$ cat src/hw/rtl/linear_congruential_rng_defines.svh
// Assertion macros for the linear congruential generator.
`ifndef LINEAR_CONGRUENTIAL_RNG_DEFINES_SVH
`define LINEAR_CONGRUENTIAL_RNG_DEFINES_SVH

`ifndef SYNTH
`define LCG_ASSERT_SAME(lbl, clk, rst_n, ante, cons) \
    lbl: assert property (@(posedge clk) disable iff (!rst_n) (ante) |-> (cons)) \
        else $error("LCG assertion failed");
`define LCG_ASSERT_NEXT(lbl, clk, rst_n, ante, cons) \
    lbl: assert property (@(posedge clk) disable iff (!rst_n) (ante) |=> (cons)) \
        else $error("LCG assertion failed");
`else
`define LCG_ASSERT_SAME(lbl, clk, rst_n, ante, cons)
`define LCG_ASSERT_NEXT(lbl, clk, rst_n, ante, cons)
`endif

`endif

$ cat src/hw/rtl/lcg_pkg.sv
// Package with widths, reset values and register codes of the generator.
`timescale 1ns / 1ps
package lcg_pkg;
    localparam int VAL_W   = 31;
    localparam int DATA_W  = 32;
    localparam int ADDR_W  = 4;
    localparam int PROD_W  = 2 * VAL_W;

    localparam logic [VAL_W-1:0] RESET_MODULUS    = 31'd2147483647;
    localparam logic [VAL_W-1:0] RESET_MULTIPLIER = 31'd16807;
    localparam logic [VAL_W-1:0] RESET_INCREMENT  = 31'd0;
    localparam logic [VAL_W-1:0] RESET_SEED       = 31'd9035768;

    typedef enum logic [1:0] {
        REG_MODULUS    = 2'd0,
        REG_MULTIPLIER = 2'd1,
        REG_INCREMENT  = 2'd2,
        REG_UNUSED     = 2'd3
    } t_reg;

    localparam logic ACTION_NEXT = 1'b0;
    localparam logic ACTION_LOAD = 1'b1;
endpackage

$ cat src/hw/rtl/linear_congruential_rng.sv
// Linear congruential generator with a bit-serial modulo reduction.
// A next item is accepted in idle; the multiply state forms the product, the add state
// adds the increment, restoring division reduces all 62 product bits, and write-back
// stores the remainder to seed and output once the output register is free (it stalls).
// A load item only replaces the seed. Input is not ready until write-back ends.
// Synchronous active-low reset restores the default registers and the seed.
`timescale 1ns / 1ps
`include "linear_congruential_rng_defines.svh"
module linear_congruential_rng (
    input  logic                        i_clk,
    input  logic                        i_rst_n,
    input  logic                        s_axis_tvalid,
    output logic                        s_axis_tready,
    input  logic [lcg_pkg::DATA_W-1:0]  s_axis_tdata,   // [30:0] seed_value
    input  logic                        s_axis_tuser,   // [0] action
    output logic                        m_axis_tvalid,
    input  logic                        m_axis_tready,
    output logic [lcg_pkg::DATA_W-1:0]  m_axis_tdata,   // [30:0] random_value
    input  logic                        psel,
    input  logic                        penable,
    input  logic                        pwrite,
    input  logic [lcg_pkg::ADDR_W-1:0]  paddr,
    input  logic [lcg_pkg::DATA_W-1:0]  pwdata,
    output logic [lcg_pkg::DATA_W-1:0]  prdata,
    output logic                        pready
);
    localparam int CNT_W = $clog2(lcg_pkg::PROD_W);

    typedef enum logic [2:0] {
        ST_IDLE,
        ST_MUL,
        ST_ADD,
        ST_DIV,
        ST_DONE
    } t_state;

    t_state                         r_state;
    logic [lcg_pkg::VAL_W-1:0]      r_mod;
    logic [lcg_pkg::VAL_W-1:0]      r_mult;
    logic [lcg_pkg::VAL_W-1:0]      r_inc;
    logic [lcg_pkg::VAL_W-1:0]      r_seed;
    logic [lcg_pkg::PROD_W-1:0]     r_div;
    logic [lcg_pkg::VAL_W-1:0]      r_rem;
    logic [CNT_W-1:0]               r_cnt;
    logic                           r_out_valid;
    logic [lcg_pkg::VAL_W-1:0]      r_out_data;

    logic                           w_in_acc;
    logic                           w_acc_next;
    logic                           w_acc_load;
    logic [lcg_pkg::VAL_W-1:0]      w_in_seed;
    logic                           w_cfg_wr;
    lcg_pkg::t_reg                  w_reg;
    logic [lcg_pkg::PROD_W-1:0]     w_prod;
    logic [lcg_pkg::VAL_W:0]        w_trial;
    logic [lcg_pkg::VAL_W-1:0]      n_rem;
    logic [lcg_pkg::VAL_W-1:0]      w_result;
    logic                           w_out_free;
    logic                           w_done_fire;
    logic                           w_out_is_seed;

    assign pready        = 1'b1;
    assign w_reg         = lcg_pkg::t_reg'(paddr[3:2]);
    assign w_cfg_wr      = psel && penable && pwrite && pready;
    assign s_axis_tready = (r_state == ST_IDLE);
    assign w_in_acc      = s_axis_tvalid && s_axis_tready;
    assign w_acc_next    = w_in_acc && (s_axis_tuser == lcg_pkg::ACTION_NEXT);
    assign w_acc_load    = w_in_acc && (s_axis_tuser == lcg_pkg::ACTION_LOAD);
    assign w_in_seed     = s_axis_tdata[lcg_pkg::VAL_W-1:0];
    assign m_axis_tvalid = r_out_valid;
    assign m_axis_tdata  = {1'b0, r_out_data};
    assign w_out_free    = !r_out_valid || m_axis_tready;
    assign w_done_fire   = (r_state == ST_DONE) && w_out_free;
    assign w_out_is_seed = r_out_valid && (r_out_data == r_seed);

    assign w_prod   = lcg_pkg::PROD_W'(r_mult) * lcg_pkg::PROD_W'(r_seed);
    assign w_trial  = {r_rem, r_div[lcg_pkg::PROD_W-1]};
    assign n_rem    = (w_trial >= {1'b0, r_mod}) ? lcg_pkg::VAL_W'(w_trial - {1'b0, r_mod})
                                                 : w_trial[lcg_pkg::VAL_W-1:0];
    assign w_result = (r_mod == '0) ? '0 : r_rem;

    always_comb begin
        unique case (w_reg)
            lcg_pkg::REG_MODULUS:    prdata = {1'b0, r_mod};
            lcg_pkg::REG_MULTIPLIER: prdata = {1'b0, r_mult};
            lcg_pkg::REG_INCREMENT:  prdata = {1'b0, r_inc};
            default:                 prdata = '0;
        endcase
    end

    always_ff @(posedge i_clk) begin
        if (!i_rst_n) begin
            r_mod  <= lcg_pkg::RESET_MODULUS;
            r_mult <= lcg_pkg::RESET_MULTIPLIER;
            r_inc  <= lcg_pkg::RESET_INCREMENT;
        end else if (w_cfg_wr) begin
            unique case (w_reg)
                lcg_pkg::REG_MODULUS:    r_mod  <= pwdata[lcg_pkg::VAL_W-1:0];
                lcg_pkg::REG_MULTIPLIER: r_mult <= pwdata[lcg_pkg::VAL_W-1:0];
                lcg_pkg::REG_INCREMENT:  r_inc  <= pwdata[lcg_pkg::VAL_W-1:0];
                default: ;
            endcase
        end
    end

    always_ff @(posedge i_clk) begin
        if (!i_rst_n) begin
            r_state     <= ST_IDLE;
            r_seed      <= lcg_pkg::RESET_SEED;
            r_out_valid <= 1'b0;
        end else begin
            if (r_out_valid && m_axis_tready && !w_done_fire) begin
                r_out_valid <= 1'b0;
            end
            unique case (r_state)
                ST_IDLE: begin
                    if (w_in_acc) begin
                        if (s_axis_tuser == lcg_pkg::ACTION_LOAD) begin
                            r_seed <= w_in_seed;
                        end else begin
                            r_state <= ST_MUL;
                        end
                    end
                end
                ST_MUL: begin
                    r_div   <= w_prod;
                    r_state <= ST_ADD;
                end
                ST_ADD: begin
                    r_div   <= r_div + lcg_pkg::PROD_W'(r_inc);
                    r_rem   <= '0;
                    r_cnt   <= CNT_W'(lcg_pkg::PROD_W - 1);
                    r_state <= ST_DIV;
                end
                ST_DIV: begin
                    r_rem <= n_rem;
                    r_div <= {r_div[lcg_pkg::PROD_W-2:0], 1'b0};
                    r_cnt <= r_cnt - 1'b1;
                    if (r_cnt == '0) begin
                        r_state <= ST_DONE;
                    end
                end
                ST_DONE: begin
                    if (w_out_free) begin
                        r_seed      <= w_result;
                        r_out_data  <= w_result;
                        r_out_valid <= 1'b1;
                        r_state     <= ST_IDLE;
                    end
                end
                default: r_state <= ST_IDLE;
            endcase
        end
    end

    `LCG_ASSERT_NEXT(a_next_starts_mul, i_clk, i_rst_n, w_acc_next, r_state == ST_MUL)
    `LCG_ASSERT_NEXT(a_load_sets_seed, i_clk, i_rst_n, w_acc_load, r_seed == $past(w_in_seed))
    `LCG_ASSERT_NEXT(a_result_matches_seed, i_clk, i_rst_n, w_done_fire, w_out_is_seed)
    `LCG_ASSERT_SAME(a_busy_not_ready, i_clk, i_rst_n, r_state != ST_IDLE, !s_axis_tready)
endmodule

$ cat config.mk
export PLATFORM = sky130hd
export DESIGN_NAME = linear_congruential_rng
export DESIGN_NICKNAME = d
export VERILOG_FILES = /design/src/hw/rtl/lcg_pkg.sv /design/src/hw/rtl/linear_congruential_rng.sv
export VERILOG_INCLUDE_DIRS = /design/src /design/src/hw/rtl
export SDC_FILE = /design/constraint.sdc
export NUM_CORES = 2
export LEC_CHECK = 0
export BUFFER_PORTS_ARGS = -buffer_cell sky130_fd_sc_hd__buf_2
export CAP_MARGIN = 20
export CORE_ASPECT_RATIO = 0.9
export CORE_MARGIN = 4
export CORE_UTILIZATION = 40
export DETAILED_ROUTE_END_ITERATION = 8
export PLACE_DENSITY = 0.58
export SETUP_SLACK_MARGIN = 0.4
export SLEW_MARGIN = 5
export SYNTH_ARGS = -nofsm -noshare
export SYNTH_HDL_FRONTEND = slang
export SYNTH_SLANG_ARGS = --single-unit
$ cat constraint.sdc
create_clock -name i_clk -period 7.54 [get_ports i_clk]
set_clock_uncertainty 0.15 [all_clocks]
set_input_delay 1.885 -clock i_clk [delete_from_list [all_inputs] [get_ports i_clk]]
set_output_delay 1.885 -clock i_clk [all_outputs]
set_load 0.01 [all_outputs]
* Yosys cells after proc, flatten, opt, wreduce, memory -nomap -nowiden
Cells that the tools add are included.
Storage, ports and cells: bits of input ports 76, logic and storage cells 68, register bits after elaboration 258, output and inout port bits 67
Cells by class: $lt $le $gt $ge 1, $mul 1, reduce and logical (&&, ||, !) cells 24, multiplexer cells 18, add/subtract/negate cells 3, equal/unequal tests 11
Operators with widths (number):
- $pmux W62 S3 | 1
- $mux W31 | 5
- $pmux W31 S2 | 2
- $pmux W31 S3 | 1
- $add A62 B31 Y62 | 1
- $mul A31 B31 Y62 | 1
- $ge A32 B31 Y1 | 1
- $logic_not A31 Y1 | 1
- $sub A31 B31 Y31 | 1
- $pmux W3 S5 | 1
- $mux W3 | 4
- $pmux W6 S2 | 1
- $reduce_and A2 Y1 | 5
- $reduce_and A4 Y1 | 2
- $eq A3 B2 Y1 const B | 2
- $logic_and A1 B1 Y1 | 6
- $logic_not A6 Y1 | 1
- $ne A2 B2 Y1 const B | 3
- $sub A6 B1 Y6 const B | 1
- $ne A2 B1 Y1 const B | 2
- $reduce_bool A2 Y1 | 2
- $eq A3 B1 Y1 const B | 1
- $eq A3 B3 Y1 const B | 1
- $logic_not A3 Y1 | 1
- 8 further kinds | 11

* Depth between registers and ports, before layout
depth after elaboration 8, gate-level depth with buffers 28, depth with buffers taken out 26

* Worst setup path after synthesis
No wires, ideal clock.
kind register to register, start point reg r_mult[12] in the netlist's numbering, end point reg r_div[58] in the netlist's numbering, data pin, data required time 7.228 ns, setup time 0.162 ns, clock period less this slack 7.466 ns, arrival 7.154 ns, slack 0.074 ns, path buffers 2, cell stages (with the launch flop) 27, cell sequence dfxtp_1 clkbuf_1 and2_1 fa_1 fa_1 fa_1 inv_1 fa_1 inv_1 fa_1 inv_1 fa_1 inv_1 fa_1 fa_1 ha_1 buf_2 nand2_1 a2111oi_4 a211oi_1 a21oi_2 a21oi_2 o31ai_4 a211oi_2 o31a_1 or4_1 o2111ai_1
On the way: longest elaborated chain between the ends 2
Ends and longest elaborated chain:
- from (decl) | line linear_congruential_rng.sv:39 | logic [lcg_pkg::VAL_W-1:0] r_mult;
- from (signal assigned) | line linear_congruential_rng.sv:94 | r_mult <= lcg_pkg::RESET_MULTIPLIER;
- from (signal assigned) | line linear_congruential_rng.sv:99 | lcg_pkg::REG_MULTIPLIER: r_mult <= pwdata[lcg_pkg::VAL_W-1:0];
- $mul A31 B31 Y62 | line linear_congruential_rng.sv:76 | assign w_prod = lcg_pkg::PROD_W'(r_mult) * lcg_pkg::PROD_W'(r_seed);
- $pmux W62 S3 | line linear_congruential_rng.sv:115 | unique case (r_state)
- to (signal assigned) | line linear_congruential_rng.sv:126 | r_div <= w_prod;
- to (signal assigned) | line linear_congruential_rng.sv:130 | r_div <= r_div + lcg_pkg::PROD_W'(r_inc);
- to (signal assigned) | line linear_congruential_rng.sv:137 | r_div <= {r_div[lcg_pkg::PROD_W-2:0], 1'b0};
- to (decl) | line linear_congruential_rng.sv:42 | logic [lcg_pkg::PROD_W-1:0] r_div;
No other way between the ends. A chain may end at the register's enable or synchronous reset.

* Final worst setup path
start point reg r_mult[12] in the netlist's numbering, end point reg r_div[59] in the netlist's numbering, data pin
The elaborated chain is that of the path after synthesis.

==> results.tsv <==
stage	metric	value	unit
synthesis	netlist_top_cells_area	fa_1 (36%), ha_1 (8.6%), edfxtp_1 (8.4%)	
die	rows	118	
placed_design	gp_congestion	0.9172	
global_routing	antenna_found_initial	5	
setup_path	reg2reg_from	r_mult[12]	
final_layout	n_fill_cell	10930	
synthesis	synth_common_cells	nand2_1 (850), fa_1 (839), inv_1 (823), and2_1 (519), ha_1 (319)	
synthesis	postSynthCellCount	5190	
worst_hold_path	hold_end	r_mult[6]	
global_routing	grt_pass1_wl	219300	um
setup_path	cp.required	7690	ps
die	die_x	366.8	um
die	start_util	40.30	%
drt	ant_nets	0	
placed_design	portBuffers	135	
die	ios	143	
clock_network	cts_root_buffer	clkbuf_16	
synthesis	ys_async_sr_fraction	0	%
clock_network	cts_sinks	258	
drt	wirelength	138400	um
timing	setup_viol	18	
worst_hold_path	hold_depth	2	
run	drv_cap	0	
drt	drt-initial-drc-count	2596	
setup_path	r2r_cells	24	
clock_network	htree_num_levels	1	
drt	drc	0	
final_layout	syn2layout_area_growth	18.09	%
timing	max_freq	127.5	MHz
clock_network	tritoncts	yes	
drt	via_per_inst	5.276	
timing	final-max-slew-violation-count	0	
final_layout	final_util	47.59	%
timing	setup_ws	-302.3	ps
timing	hold-worst-slack	337.3	ps
synthesis	synth_edf_count	130	
setup_path	reg2reg_to	r_div[59]	
timing	relSlewSlack	37.10	%
timing	worstMarginPinSlew	931.7	ps
synthesis	ys.flop_type	edfxtp_1	
setup_path	regToRegSetupSlack	-300	ps
setup_path	worst_setup_path_start_kind	flop	
clock_network	clkLatencyLatePin	560	ps
setup_path	path_max_fanout	7	
setup_path	cp-end-kind	flop	
synthesis	avgSynthCellArea	8.931	um^2
die	core-area	115000	um^2
global_routing	grt_usage	22.85	%
drt	vias	36970	
clock_network	cts_buffers	26	
synthesis	ys_types	77	
placed_design	pre_cts_slack	-588.6	ps
die	die_h	330.9	um
synthesis	ys_warn_count	0	
setup_path	cp.arrival	7990	ps
clock_network	clk_pin_slew	70	ps
outcome	violations	negative setup slack	
placed_design	hpwl	109000	um
synthesis	ys_ff_latch	258	
worst_hold_path	holdCritStartpoint	r_mult[6]	
drt	wl_per_cell	19.76	um
global_routing	grt_pass1_vias	38390	
die	die_area	121400	um^2
timing	min_period_over_period	104.0	%
synthesis	netlist_area	46350	um^2
global_routing	grt_overflow	0	
drt	first_pass_iters	5	
outcome	status	finished with violations	
synthesis	synth.largest_area_cell	fa_1	
clock_network	cts_buffer_depth	3	
timing	hold_viol	0	
timing	period_minus_slack	7842	ps
synthesis	yosys.area.top_type_share	36.24	%
clock_network	postCtsHoldBufs	0	
timing	grt_setup_unrepaired	true	
final_layout	drive_gt1_share	17.03	%
synthesis	yosysMostFrequentCell	nand2_1	
worst_hold_path	hold_class	reg2reg	
global_routing	grt_max_degree	75	
final_layout	nets	6717	
setup_path	critical_path_class	reg2reg	
synthesis	yosysSeqAreaShare	13.95	%
[metrics by stage]
step           TNS, ps  instance area (um^2)  instances
2_1_floorplan        0                 46490       5191
3_3_place_gp     -5348                 51130       6842
3_5_place_dp     -7279                 51130       6842
4_1_cts          -1791                 53800       6962
5_1_grt          -6419                 54730       7006
6_report         -2596                 54740       7007
[how the worst max path moves through the flow]
stage / from / endpoint / slack (ps) / cells past startpoint
2_1_floorplan: r_mult[11] / r_div[58] / 350 / 26
5_1_grt: r_seed[7] / r_div[59] / -470 / 26
4_1_cts: r_seed[4] / r_div[58] / -280 / 25
3_3_place_gp: r_mult[9] / r_div[61] / -490 / 24
6_report: r_mult[12] / r_div[59] / -300 / 24
3_5_place_dp: r_mult[9] / r_div[61] / -590 / 24
[cells in the final DEF (no fill, tap or decap), types with 46 or more instances in the layout]
| master | instances |
|---|---|
| xor2_1 | 46 |
| inv_1 | 794 |
| buf_6 | 49 |
| o21ai_0 | 114 |
| mux2i_1 | 60 |
| dfxtp_1 | 110 |
| nand3_1 | 99 |
| a21boi_0 | 57 |
| edfxtp_1 | 130 |
| nor2_1 | 96 |
| fa_2 | 62 |
| ha_1 | 294 |
| buf_12 | 74 |
| buf_4 | 325 |
| buf_2 | 134 |
| xnor2_1 | 82 |
| fa_1 | 777 |
| and2_1 | 499 |
| nand2_1 | 837 |
| a21oi_1 | 122 |
| a21o_1 | 59 |
[flip-flops by register name, summed over array words and instances, names as in the netlist]
| signal | count |
|---|---|
| r_div | 62 |
| r_inc | 31 |
| r_mod | 31 |
| r_mult | 31 |
| r_out_data | 31 |
| r_rem | 31 |
| r_seed | 31 |
| r_cnt | 6 |
| r_state | 3 |
| m_axis_tvalid | 1 |
[final cells by class]
| type | instances | area [um^2] | area share, % |
|---|---|---|---|
| multi-input cells | 3779 | 36920 | 67.45 |
| flip-flops and latches | 258 | 6509 | 11.89 |
| clock buffers | 43 | 835.8 | 1.527 |
| repair buffers | 595 | 5466 | 9.987 |
| diodes | 4 | 10.01 | 0.01829 |
| clock inverters | 5 | 27.53 | 0.05029 |
| well taps | 1500 | 1877 | 3.429 |
| inverters | 823 | 3089 | 5.644 |
[critical path: stages, from the launching register on]
cell	delay (ps)
dfxtp_2	340
buf_12	140
buf_16	140
and2_4	160
fa_2	570
fa_2	440
fa_1	530
inv_2	40
fa_1	490
inv_1	50
fa_1	550
fa_2	450
fa_2	580
fa_2	450
ha_4	320
nand4_1	230
nor4_2	290
a21o_1	250
o21ai_4	100
a2111o_1	420
buf_12	170
a211oi_4	300
a31oi_1	140
xor2_1	160
o21ai_1	70
[routing by layer]
metal  track usage, %  vias up  part of all wire (%)
li1                 -    16860                     -
met1            32.83    19020                    46
met2            38.25      929                    47
met3            2.049      153                   4.9
met4            4.185        2                   2.0
met5                0        -                0.0087
[timing repair]
action / 4_1_cts / 5_1_grt
setup endpoints to repair: 39 / 42
gates cloned: 7 / 1
endpoints found under the hold margin: 0 / 0
buffers inserted: 65 / 39
pin swaps: 127 / 131
gates resized for setup: 261 / 157
[cell families (layout without fill, tap and decap cells)]
group           after synthesis  count (layout)  share of synthesized area (%)
simple gates               1769            1769                          18.49
mux                          61              61                          1.320
flops                       258             258                          13.95
xor+xnor                    139             139                          2.627
compound gates              649             649                          9.327
fa+ha+maj                  1158            1158                          44.85
buf+inv                    1154            1466                          9.416
other cells                   2               7                        0.01620
Power is left out: the tool's default activity adds up to more than one toggle a clock period on the data nets, which glitch-free logic cannot reach.
